### src/rtl/udpcc_pkg.sv
`timescale 1ns / 1ps
`default_nettype none
// ----------------------------------------------------------------------------
// udpcc_pkg
// Shared types and constants for the UDP over IPv4 checksum checker.
// ----------------------------------------------------------------------------
package udpcc_pkg;

    localparam int COUNT_BITS_DEF    = 16;
    localparam int ADDRESS_BYTES_DEF = 4;

    localparam int IHL_BITS      = 6;
    localparam int PROTO_POS     = 9;
    localparam int ADDR_FIRST    = 12;
    localparam int OFF_DST       = 2;
    localparam int OFF_LEN       = 4;
    localparam int OFF_CHK       = 6;
    localparam int UDP_HDR_BYTES = 8;
    localparam int SUM_BITS      = 36;

    typedef enum logic [1:0] {
        ST_GOOD     = 2'd0,
        ST_DISABLED = 2'd1,
        ST_BAD      = 2'd2
    } t_status;

    typedef struct packed {
        logic [31:0] sum;
        logic [7:0]  proto;
        logic [15:0] ip_udp_len;
        logic [15:0] src_port;
        logic [15:0] dst_port;
        logic [15:0] udp_len;
        logic [15:0] rx_chk;
        logic [7:0]  pending;
    } t_snap;

endpackage
`default_nettype wire

### src/rtl/udpcc_acc.sv
`timescale 1ns / 1ps
`default_nettype none
// ----------------------------------------------------------------------------
// udpcc_acc
// Input register and per-byte header parse and running sum; hands a snapshot
// of the packet state downstream on the last byte and clears for the next.
// ----------------------------------------------------------------------------
module udpcc_acc #(
    parameter int COUNT_BITS    = udpcc_pkg::COUNT_BITS_DEF,
    parameter int ADDRESS_BYTES = udpcc_pkg::ADDRESS_BYTES_DEF
) (
    input  wire                  i_clk,
    input  wire                  i_rst_n,
    input  wire                  i_in_valid,
    output logic                 o_in_ready,
    input  wire  [7:0]           i_data_byte,
    input  wire                  i_last_byte,
    output logic                 o_snap_valid,
    output udpcc_pkg::t_snap     o_snap,
    input  wire                  i_snap_ready
);

    localparam logic [COUNT_BITS-1:0] COUNT_MAX = '1;
    localparam int ADDR_LAST = udpcc_pkg::ADDR_FIRST + 2 * ADDRESS_BYTES;

    logic                              r_in_valid;
    logic [7:0]                        r_byte;
    logic                              r_last;

    logic [COUNT_BITS-1:0]             r_count, n_count;
    logic [udpcc_pkg::IHL_BITS-1:0]    r_ihl, n_ihl;
    logic [7:0]                        r_proto, n_proto;
    logic [31:0]                       r_sum, n_sum;
    logic [7:0]                        r_pend, n_pend;
    logic [15:0]                       r_len, n_len;
    logic [15:0]                       r_src, n_src;
    logic [15:0]                       r_dst, n_dst;
    logic [15:0]                       r_chk, n_chk;

    logic [COUNT_BITS-1:0]             w_off;
    logic                              w_high;
    logic                              w_take;

    function automatic logic [15:0] set_half(logic [15:0] f, logic [7:0] b, logic hi);
        logic [15:0] v;
        v = hi ? {b, f[7:0]} : {f[15:8], b};
        return v;
    endfunction

    assign w_take       = r_in_valid && (!r_last || i_snap_ready);
    assign o_in_ready   = !r_in_valid || w_take;
    assign o_snap_valid = r_in_valid && r_last;

    always_ff @(posedge i_clk) begin
        if (!i_rst_n) begin
            r_in_valid <= 1'b0;
        end else if (o_in_ready) begin
            r_in_valid <= i_in_valid;
        end
        if (o_in_ready && i_in_valid) begin
            r_byte <= i_data_byte;
            r_last <= i_last_byte;
        end
    end

    always_comb begin
        n_count = r_count;
        n_ihl   = r_ihl;
        n_proto = r_proto;
        n_sum   = r_sum;
        n_pend  = r_pend;
        n_len   = r_len;
        n_src   = r_src;
        n_dst   = r_dst;
        n_chk   = r_chk;
        w_off   = '0;
        w_high  = 1'b0;
        if (r_count != COUNT_MAX) begin
            if (r_count == '0) begin
                n_ihl = {r_byte[3:0], 2'b00};
            end
            if (r_count == COUNT_BITS'(udpcc_pkg::PROTO_POS)) begin
                n_proto = r_byte;
            end
            if (r_count >= COUNT_BITS'(udpcc_pkg::ADDR_FIRST) &&
                r_count < COUNT_BITS'(ADDR_LAST)) begin
                n_sum = n_sum + (r_count[0] ? {24'd0, r_byte} : {16'd0, r_byte, 8'd0});
            end
            if (r_count >= COUNT_BITS'(n_ihl)) begin
                w_off  = r_count - COUNT_BITS'(n_ihl);
                w_high = ~w_off[0];
                if (w_off < COUNT_BITS'(udpcc_pkg::OFF_DST)) begin
                    n_src = set_half(r_src, r_byte, w_high);
                end else if (w_off < COUNT_BITS'(udpcc_pkg::OFF_LEN)) begin
                    n_dst = set_half(r_dst, r_byte, w_high);
                end else if (w_off < COUNT_BITS'(udpcc_pkg::OFF_CHK)) begin
                    n_len = set_half(r_len, r_byte, w_high);
                end else if (w_off < COUNT_BITS'(udpcc_pkg::UDP_HDR_BYTES)) begin
                    n_chk = set_half(r_chk, r_byte, w_high);
                end else if (16'(w_off) < r_len) begin
                    if (w_high) begin
                        n_pend = r_byte;
                    end else begin
                        n_sum  = n_sum + {16'd0, r_pend, r_byte};
                        n_pend = '0;
                    end
                end
            end
            n_count = r_count + 1'b1;
        end
    end

    always_comb begin
        o_snap.sum        = n_sum;
        o_snap.proto      = n_proto;
        o_snap.ip_udp_len = 16'(n_count) - 16'(n_ihl);
        o_snap.src_port   = n_src;
        o_snap.dst_port   = n_dst;
        o_snap.udp_len    = n_len;
        o_snap.rx_chk     = n_chk;
        o_snap.pending    = n_pend;
    end

    always_ff @(posedge i_clk) begin
        if (!i_rst_n || (w_take && r_last)) begin
            r_count <= '0;
            r_ihl   <= '0;
            r_proto <= '0;
            r_sum   <= '0;
            r_pend  <= '0;
            r_len   <= '0;
            r_src   <= '0;
            r_dst   <= '0;
            r_chk   <= '0;
        end else if (w_take) begin
            r_count <= n_count;
            r_ihl   <= n_ihl;
            r_proto <= n_proto;
            r_sum   <= n_sum;
            r_pend  <= n_pend;
            r_len   <= n_len;
            r_src   <= n_src;
            r_dst   <= n_dst;
            r_chk   <= n_chk;
        end
    end

`ifndef NO_ASSERTIONS
    a_clear_after_last: assert property (@(posedge i_clk) disable iff (!i_rst_n)
        (w_take && r_last) |=> (r_count == '0 && r_sum == '0))
        else $error("packet state not cleared after last item");

    a_count_saturates: assert property (@(posedge i_clk) disable iff (!i_rst_n)
        (w_take && !r_last && r_count == COUNT_MAX) |=> (r_count == COUNT_MAX))
        else $error("byte count moved past its maximum");
`endif

endmodule
`default_nettype wire

### src/rtl/udpcc_fin.sv
`timescale 1ns / 1ps
`default_nettype none
// ----------------------------------------------------------------------------
// udpcc_fin
// Snapshot register, pseudo header and header word sum, end-around fold,
// invert and compare, with the result register on the output side.
// ----------------------------------------------------------------------------
module udpcc_fin (
    input  wire                  i_clk,
    input  wire                  i_rst_n,
    input  wire                  i_snap_valid,
    input  udpcc_pkg::t_snap     i_snap,
    output logic                 o_snap_ready,
    output logic                 o_out_valid,
    input  wire                  i_out_ready,
    output logic [1:0]           o_status,
    output logic [15:0]          o_source_port,
    output logic [15:0]          o_destination_port,
    output logic [15:0]          o_received_checksum,
    output logic [15:0]          o_computed_checksum
);

    localparam int SB = udpcc_pkg::SUM_BITS;

    logic                        r_s_valid;
    udpcc_pkg::t_snap            r_snap;

    logic                        r_f_valid;
    logic [SB-1:0]               r_sum, n_sum;
    logic [15:0]                 r_f_src, r_f_dst, r_f_rx;

    logic                        r_out_valid;
    udpcc_pkg::t_status          r_status, n_status;
    logic [15:0]                 r_src, r_dst, r_rx, r_comp;

    logic [20:0]                 w_t;
    logic [16:0]                 w_u;
    logic [15:0]                 w_v;
    logic [15:0]                 n_comp;

    logic                        w_out_free;
    logic                        w_f_free;

    function automatic logic [15:0] hdr_word(logic [15:0] w, logic [15:0] len, int off);
        logic [15:0] v;
        if (17'(len) >= 17'(off + 2)) begin
            v = w;
        end else if (17'(len) == 17'(off + 1)) begin
            v = {w[15:8], 8'd0};
        end else begin
            v = '0;
        end
        return v;
    endfunction

    assign w_out_free   = !r_out_valid || i_out_ready;
    assign w_f_free     = !r_f_valid || w_out_free;
    assign o_snap_ready = !r_s_valid || w_f_free;

    always_comb begin
        n_sum = SB'(r_snap.sum)
              + SB'(r_snap.proto)
              + SB'(r_snap.ip_udp_len)
              + SB'(hdr_word(r_snap.src_port, r_snap.udp_len, 0))
              + SB'(hdr_word(r_snap.dst_port, r_snap.udp_len, udpcc_pkg::OFF_DST))
              + SB'(hdr_word(r_snap.udp_len, r_snap.udp_len, udpcc_pkg::OFF_LEN))
              + SB'({r_snap.pending, 8'd0});
    end

    always_comb begin
        w_t    = 21'(r_sum[15:0]) + 21'(r_sum[SB-1:16]);
        w_u    = 17'(w_t[15:0]) + 17'(w_t[20:16]);
        w_v    = w_u[15:0] + 16'(w_u[16]);
        n_comp = ~w_v;
        if (r_f_rx == '0) begin
            n_status = udpcc_pkg::ST_DISABLED;
        end else if (r_f_rx != n_comp) begin
            n_status = udpcc_pkg::ST_BAD;
        end else begin
            n_status = udpcc_pkg::ST_GOOD;
        end
    end

    always_ff @(posedge i_clk) begin
        if (!i_rst_n) begin
            r_s_valid   <= 1'b0;
            r_f_valid   <= 1'b0;
            r_out_valid <= 1'b0;
        end else begin
            if (o_snap_ready) begin
                r_s_valid <= i_snap_valid;
            end
            if (w_f_free) begin
                r_f_valid <= r_s_valid;
            end
            if (w_out_free) begin
                r_out_valid <= r_f_valid;
            end
        end
        if (o_snap_ready && i_snap_valid) begin
            r_snap <= i_snap;
        end
        if (w_f_free && r_s_valid) begin
            r_sum   <= n_sum;
            r_f_src <= r_snap.src_port;
            r_f_dst <= r_snap.dst_port;
            r_f_rx  <= r_snap.rx_chk;
        end
        if (w_out_free && r_f_valid) begin
            r_status <= n_status;
            r_src    <= r_f_src;
            r_dst    <= r_f_dst;
            r_rx     <= r_f_rx;
            r_comp   <= n_comp;
        end
    end

    assign o_out_valid         = r_out_valid;
    assign o_status            = r_status;
    assign o_source_port       = r_src;
    assign o_destination_port  = r_dst;
    assign o_received_checksum = r_rx;
    assign o_computed_checksum = r_comp;

`ifndef NO_ASSERTIONS
    a_disabled_means_zero: assert property (@(posedge i_clk) disable iff (!i_rst_n)
        (r_out_valid && r_status == udpcc_pkg::ST_DISABLED) |-> (r_rx == '0))
        else $error("disabled status with nonzero received checksum");

    a_good_means_match: assert property (@(posedge i_clk) disable iff (!i_rst_n)
        (r_out_valid && r_status == udpcc_pkg::ST_GOOD) |-> (r_rx == r_comp && r_rx != '0))
        else $error("good status without checksum match");

    a_snap_holds: assert property (@(posedge i_clk) disable iff (!i_rst_n)
        (r_s_valid && !w_f_free) |=> (r_s_valid && $stable(r_snap)))
        else $error("stalled snapshot lost or changed");
`endif

endmodule
`default_nettype wire

### src/rtl/udp_datagram_checksum_checker_top.sv
`timescale 1ns / 1ps
`default_nettype none
// ----------------------------------------------------------------------------
// udp_datagram_checksum_checker_top
// Checks the UDP checksum of an IPv4 packet fed one byte per item.
// ----------------------------------------------------------------------------
// throughput: one byte item per cycle while o_in_ready is high; a last byte waits
//   while the snapshot register is full and the output side stalls
// path: a last byte passes the input, snapshot, sum and result registers in turn
// reset: synchronous active low; clears all packet state and empties the
//   pipeline, with no clearing pass
// ----------------------------------------------------------------------------
module udp_datagram_checksum_checker_top #(
    parameter int COUNT_BITS    = udpcc_pkg::COUNT_BITS_DEF,
    parameter int ADDRESS_BYTES = udpcc_pkg::ADDRESS_BYTES_DEF
) (
    input  wire          i_clk,
    input  wire          i_rst_n,
    input  wire          i_in_valid,
    output logic         o_in_ready,
    input  wire  [7:0]   i_data_byte,
    input  wire          i_last_byte,
    output logic         o_out_valid,
    input  wire          i_out_ready,
    output logic [1:0]   o_status,
    output logic [15:0]  o_source_port,
    output logic [15:0]  o_destination_port,
    output logic [15:0]  o_received_checksum,
    output logic [15:0]  o_computed_checksum
);

    logic               w_snap_valid;
    logic               w_snap_ready;
    udpcc_pkg::t_snap   w_snap;

    udpcc_acc #(
        .COUNT_BITS    (COUNT_BITS),
        .ADDRESS_BYTES (ADDRESS_BYTES)
    ) u_acc (
        .i_clk        (i_clk),
        .i_rst_n      (i_rst_n),
        .i_in_valid   (i_in_valid),
        .o_in_ready   (o_in_ready),
        .i_data_byte  (i_data_byte),
        .i_last_byte  (i_last_byte),
        .o_snap_valid (w_snap_valid),
        .o_snap       (w_snap),
        .i_snap_ready (w_snap_ready)
    );

    udpcc_fin u_fin (
        .i_clk               (i_clk),
        .i_rst_n             (i_rst_n),
        .i_snap_valid        (w_snap_valid),
        .i_snap              (w_snap),
        .o_snap_ready        (w_snap_ready),
        .o_out_valid         (o_out_valid),
        .i_out_ready         (i_out_ready),
        .o_status            (o_status),
        .o_source_port       (o_source_port),
        .o_destination_port  (o_destination_port),
        .o_received_checksum (o_received_checksum),
        .o_computed_checksum (o_computed_checksum)
    );

endmodule
`default_nettype wire
### config.mk
export PLATFORM = sky130hd
export DESIGN_NAME = udp_datagram_checksum_checker_top
export DESIGN_NICKNAME = d
export VERILOG_FILES = /design/src/rtl/udpcc_pkg.sv /design/src/rtl/udpcc_acc.sv /design/src/rtl/udpcc_fin.sv /design/src/rtl/udp_datagram_checksum_checker_top.sv
export SDC_FILE = /design/constraint.sdc
export NUM_CORES = 1
export LEC_CHECK = 0
export BUFFER_PORTS_ARGS = -buffer_cell sky130_fd_sc_hd__buf_2
export CELL_PAD_IN_SITES_DETAIL_PLACEMENT = 0
export CELL_PAD_IN_SITES_GLOBAL_PLACEMENT = 1
export CORE_MARGIN = 5
export CORE_UTILIZATION = 50
export DETAILED_ROUTE_END_ITERATION = 8
export GPL_TIMING_DRIVEN = 0
export PLACE_DENSITY = 0.88
export SYNTH_ARGS = -nofsm -noshare
export SYNTH_HDL_FRONTEND = slang
export SYNTH_SLANG_ARGS = --single-unit
### constraint.sdc
create_clock -name i_clk -period 10.2 [get_ports i_clk]
set_clock_uncertainty 0.05 [all_clocks]
set_input_delay 1.02 -clock i_clk [delete_from_list [all_inputs] [get_ports i_clk]]
set_output_delay 1.02 -clock i_clk [all_outputs]
set_load 0.05 [all_outputs]
### Word-level counts from Yosys, hierarchy flattened

Index checks and enable logic that the tools add are counted.

| cells by class | value |
|---|---|
| add/subtract/negate cells | 14 |
| $mul | 0 |
| divide/modulo/power cells | 0 |
| reduce and logical (&&, ||, !) cells | 22 |
| muxes and demuxes | 54 |
| bitwise logic cells | 1 |
| equality and inequality tests | 6 |
| shifts and indexed selects | 0 |
| $lt $le $gt $ge | 11 |

Operators by type and width:

| cell | count |
|---|---|
| 16-bit 2-to-1 mux | 30 |
| 32-bit 2-to-1 mux | 10 |
| 36-bit by 16-bit adder with 36-bit output | 5 |
| 8-bit 2-to-1 mux | 10 |
| 32-bit by 8-bit adder with 33-bit output | 1 |
| 32-bit by 16-bit adder with 32-bit output | 1 |
| 32-bit adder | 1 |
| 16-bit by 3-bit >= comparator with 1-bit output, second input constant | 2 |
| 16-bit zero test | 2 |
| 16-bit by 3-bit < comparator with 1-bit output, second input constant | 2 |
| 16-bit by 6-bit subtractor with 16-bit output | 2 |
| 16-bit by 20-bit adder with 21-bit output | 1 |
| 6-bit 2-to-1 mux | 3 |
| 16-bit by 5-bit adder with 17-bit output | 1 |
| 16-bit by 1-bit adder with 16-bit output | 1 |
| 16-bit by 1-bit adder with 16-bit output, second input constant | 1 |
| 16-bit by 1-bit equality test with 1-bit output, second input constant | 1 |
| 16-bit by 2-bit equality test with 1-bit output, second input constant | 1 |
| 16-bit by 3-bit equality test with 1-bit output, second input constant | 1 |
| 16-bit by 4-bit equality test with 1-bit output, second input constant | 1 |
| 16-bit by 2-bit >= comparator with 1-bit output, second input constant | 1 |
| 16-bit by 4-bit >= comparator with 1-bit output, second input constant | 1 |
| 16-bit by 6-bit >= comparator with 1-bit output | 1 |
| 16-bit < comparator | 1 |
| other kinds (10) | 27 |

| storage, ports and cells | value |
|---|---|
| output and inout port bits | 68 |
| ROM bits | 0 |
| bits in latches | 0 |
| memories kept | 0 |
| register bits after elaboration | 425 |
| word-level logic and storage cells | 140 |
| input port bits | 13 |
| RAM bits | 0 |

### Logic depth before layout (Yosys ltp)

| depth | value |
|---|---|
| word-level depth | 13 |
| gate-level depth with buffers | 33 |
| mapped depth without buffers | 33 |

### Modules after synthesis

Synthesis repeated with hierarchy kept, for this count alone.

| second synthesis, totals | value |
|---|---|
| cell total of the unflattened synthesis | 2390 |
| area total of the unflattened synthesis | 24873.9 sq um |

By module, submodules not included:

| module | times used | cells an instance | area an instance (sq um) | seq. area each (sq um) |
|---|---|---|---|---|
| udpcc_fin | 1 | 915 | 13352.8 | 8318.0 |
| udpcc_acc | 1 | 1475 | 11521.0 | 2972.9 |

### Worst setup path after synthesis

Ideal clock, no wire load.

| path | value |
|---|---|
| path kind | in2reg |
| start point | in i_out_ready |
| end point | reg u_acc.r_sum[26] |
| buffers on the path | 2 |
| data required time | 10.026 ns |
| arrival | 7.686 ns |
| library setup time | 0.124 ns |
| stages | 8 |
| slack | 2.340 ns |
| cell sequence | nor2b_1 -> and3_1 -> clkbuf_1 -> nor2_1 -> nor2b_1 -> clkbuf_1 -> nand2_1 -> o21ai_0 |

| between the ends | value |
|---|---|
| word-level cells in the longest chain between the ends | 7 |

RTL lines:

| what | RTL line | text |
|---|---|---|
| start: declaration | udp_datagram_checksum_checker_top.sv:24 | `input wire i_out_ready,` |
| 1-bit logical OR * | udpcc_fin.sv:56 | `assign w_out_free = !r_out_valid \|\| i_out_ready;` |
| 1-bit logical OR * | udpcc_fin.sv:57 | `assign w_f_free = !r_f_valid \|\| w_out_free;` |
| 1-bit logical OR * | udpcc_fin.sv:58 | `assign o_snap_ready = !r_s_valid \|\| w_f_free;` |
| 1-bit logical OR * | udpcc_acc.sv:50 | `assign w_take = r_in_valid && (!r_last \|\| i_snap_ready);` |
| 1-bit logical AND * | udpcc_acc.sv:50 |  |
| 1-bit logical AND | udpcc_acc.sv:125 | `if (!i_rst_n \|\| (w_take && r_last)) begin` |
| 1-bit logical OR | udpcc_acc.sv:125 |  |
| end signal: assignment | udpcc_acc.sv:139 | `r_sum <= n_sum;` |
| end: declaration | udpcc_acc.sv:33 | `logic [31:0] r_sum, n_sum;` |

Mark *: on every way between the ends. The rest lies on a longest branch, timed or not.
A chain may end at the register's enable or synchronous reset.

### Worst setup path after layout

| path | value |
|---|---|
| start point | reg u_fin.r_sum[16] |
| end point | reg u_fin.r_status[1] (netlist: u_fin.o_status[1]), data pin |

| between the ends | value |
|---|---|
| word-level cells in the longest chain between the ends | 6 |

RTL lines:

| what | RTL line | text |
|---|---|---|
| start: declaration | udpcc_fin.sv:29 | `logic [SB-1:0] r_sum, n_sum;` |
| start signal: assignment | udpcc_fin.sv:104 | `r_sum <= n_sum;` |
| 16-bit by 20-bit adder with 21-bit output | udpcc_fin.sv:71 | `w_t = 21'(r_sum[15:0]) + 21'(r_sum[SB-1:16]);` |
| 16-bit by 5-bit adder with 17-bit output | udpcc_fin.sv:72 | `w_u = 17'(w_t[15:0]) + 17'(w_t[20:16]);` |
| 16-bit by 1-bit adder with 16-bit output | udpcc_fin.sv:73 | `w_v = w_u[15:0] + 16'(w_u[16]);` |
| 16-bit inverter | udpcc_fin.sv:74 | `n_comp = ~w_v;` |
| named net u_fin.n_comp[8] | udpcc_fin.sv:39 | `logic [15:0] n_comp;` |
| 16-bit != test | udpcc_fin.sv:77 | `end else if (r_f_rx != n_comp) begin` |
| 2-bit 2-to-1 mux | udpcc_fin.sv:77 |  |
| end signal: assignment | udpcc_fin.sv:110 | `r_status <= n_status;` |
| end: declaration | udpcc_fin.sv:33 | `udpcc_pkg::t_status r_status, n_status;` |

The timed path passes the listed nets, and every way through them passes these cells.

==> reports/metrics.yaml <==
status: "finished, final reports clean"
wl_per_cell_um: 20.7
setup_viol: 0
fin_hold_ws_ps: 364
cts_buffer_depth: 3
antenna_found_initial: 5
fin_nets: 2797
netlist_instances: 2467
drtAntennaViolNets: 0
grt_pass1_wl_mm: 105
slowest_stage: "or4_1"
diodes: 0
die_area_mm2: 0.0545
wl_mm: 68.3
arrival_ps: 8160
drc: 0
cts_resized: 0
hpwl_mm: 52.5
critPathKind: "reg -> reg"
dp_cells: 3219
async_reset_ff_share_pct: 0
worstMarginPinSlew_ps: 1380
clkTransAtPathRegs_ps: 60
setup_slack_ps: 2300
max_freq_mhz: 127
ys_ff_latch: 423
routabilityCongestion: 0.950
ir_worst_vdd_mv: 0.123
grt_setup_unrepaired: "false"
pre_cts_slack_ps: 2470
post_cts_buffers: 0
cts_tree: "done"
final_max_slew_viol_count: 0
numCtsBuffers: 44
die_w_um: 233
yosys_warnings: 0
crit_path_end_kind: "register"
grt_max_degree: 38
grt_usage_pct: 25.0
min_period_over_period_pct: 77.5
crit_required_ps: 10460
final_cell_mix: "285 x edfxtp_1, 283 x nor2_1, 171 x nand2_1"
htree_levels: 2
cts_root_buf: "clkbuf_16"
grt_pass1_vias: 18400
drt-initial-drc-count: 1674
clock_sinks: 423
synth-edff-count: 285
synth_area_per_cell_um2: 10.1
layoutNonFillerInstCount: 3301
viasPerCell: 5.71
power_leakage_nw: 10.6
tns_ps: 0
port_buffers: 80
num_vias: 18900
core_region_area_mm2: 0.0492
grt_overflow: 0
finalHoldViolations: 0
syn-cell-area_mm2: 0.0249
final_common_cell: "edfxtp_1"
clock_latency_ps: 590
power.density_mw_per_mm2: 170
ios: 81
hold_path_class: "reg -> reg"
placementRows: 81
start_util_pct: 50.8
power_mw: 4.74
max_stage_delay_ps: 520
cts_hold_buf: 0
synth_flop_cell: "edfxtp_1"
first_pass_iters: 6
area_growth_pct: 11.5
synth_cell_types: 88
worst-path-max-fanout: 6
slew_headroom_pct: 6.74
maxCapViolCount: 0
min_period_ps: 7900
die_h_um: 233
critPathLaunchType: "register"
drive_gt1_share_pct: 10.3
seq_area_frac_synth_pct: 45.4
synth_nets: 2663
[cell usage after synthesis (9+ instances only)]
| master | count | area share, % |
|---|---|---|
| xnor2_1 | 125 | 4.4 |
| o21a_1 | 19 | 0.57 |
| clkbuf_1 | 95 | 1.4 |
| o31ai_1 | 9 | 0.27 |
| fa_1 | 63 | 5.1 |
| dfxtp_1 | 138 | 11 |
| nand3_1 | 78 | 1.6 |
| edfxtp_1 | 285 | 34 |
| nand4_1 | 19 | 0.48 |
| nand2b_1 | 16 | 0.40 |
| xor2_1 | 70 | 2.5 |
| inv_1 | 156 | 2.3 |
| a31oi_1 | 14 | 0.35 |
| o21ai_0 | 95 | 1.9 |
| ha_1 | 120 | 6.0 |
| nor4_1 | 18 | 0.45 |
| or2_2 | 9 | 0.23 |
| nor2b_1 | 55 | 1.4 |
| nor2_1 | 284 | 4.3 |
| mux2_2 | 73 | 3.3 |
| and4_1 | 9 | 0.32 |
| o21bai_1 | 15 | 0.45 |
| nor3_1 | 87 | 1.7 |
| a211oi_1 | 33 | 0.99 |
| nand2_1 | 171 | 2.6 |
| and3_1 | 14 | 0.35 |
| a21oi_1 | 138 | 2.8 |
| mux2i_1 | 32 | 1.3 |
| or3_1 | 14 | 0.35 |
| a21o_1 | 33 | 0.99 |
| o211ai_1 | 9 | 0.27 |
| and2_1 | 31 | 0.78 |
[cell type report]
cell class	count	area, um^2
fill	4212	21300
clock inverter	25	272
sequential	423	11300
tap	664	831
inverter	157	589
clock buffer	57	1170
buffer	113	439
multi-input combinational	1774	12600
timing repair buffer	88	568
[routing by layer]
metal	routed length, um	part of all wire, %	GRT usage [%]	vias up
met5	0	0	0	-
met1	28100	41	33.1	9026
met3	5000	7.3	3.49	156
li1	-	-	-	8980
met4	3540	5.2	11.8	0
met2	31600	46	40.8	693
[state kept, by name, indices dropped and copies added (netlist names), 16 cells and up]
signal,cells
u_acc.r_sum,32
u_fin.r_f_dst,16
u_fin.r_sum,34
u_fin.r_snap,128
u_fin.r_f_rx,16
u_acc.r_count,16
u_fin.o_destination_port,16
u_fin.r_f_src,16
u_acc.r_src,16
u_fin.o_source_port,16
u_fin.o_received_checksum,16
u_fin.o_computed_checksum,16
u_acc.r_len,16
u_acc.r_chk,16
u_acc.r_dst,16
[worst paths after layout]
| kind | startpoint | endpoint | slack [ps] | cells after the start |
|---|---|---|---|---|
| worst max-delay path | u_fin.r_sum[16]$_DFFE_PP_ | u_fin.o_status[1]$_SDFFCE_PN0P_ | 2300 | 32 |
| worst min-delay path | u_fin.r_f_src[15]$_DFFE_PP_ | u_fin.o_source_port[15]$_DFFE_PP_ | 360 | 0 |
| worst max register to register | u_fin.r_sum[16]$_DFFE_PP_ | u_fin.o_status[1]$_SDFFCE_PN0P_ | 2300 | 32 |
| worst min register to register | u_fin.r_f_src[15]$_DFFE_PP_ | u_fin.o_source_port[15]$_DFFE_PP_ | 360 | 0 |
[critical path, delay by kind of cell, from the launching register on]
family	cells	cell delay (ps)
AO/OA/AOI/OAI	11	2570
adder cells (fa/ha/maj)	6	1350
buffers and inverters	4	280
XOR/XNOR	3	550
AND/OR/NAND/NOR	8	2450
flip-flops	1	410
[cells by family after synthesis]
group	synth area share, %
simple gates	16.6
compound gates	11.1
flops	45.4
buf+inv	4.12
xor+xnor	7.12
fa+ha+maj	11.1
mux	4.58
other cells	0.0150
[where the power goes]
part	total (mW)	internal [mW]	switching (mW)
sequential	1.99	1.94	0.0501
combinational	1.15	0.434	0.716
clock	1.60	0.904	0.698
total	4.74	3.27	1.46
[stage by stage]
stage | utilization [%] | cell area (um^2)
CTS | 56.6 | 27800
floorplan | - | 24900
global placement | 53.3 | 26200
detailed placement | 53.7 | 26400
global route | 56.6 | 27800
finish | 56.6 | 27800
Note: power is estimated with default switching activity, not from simulation.
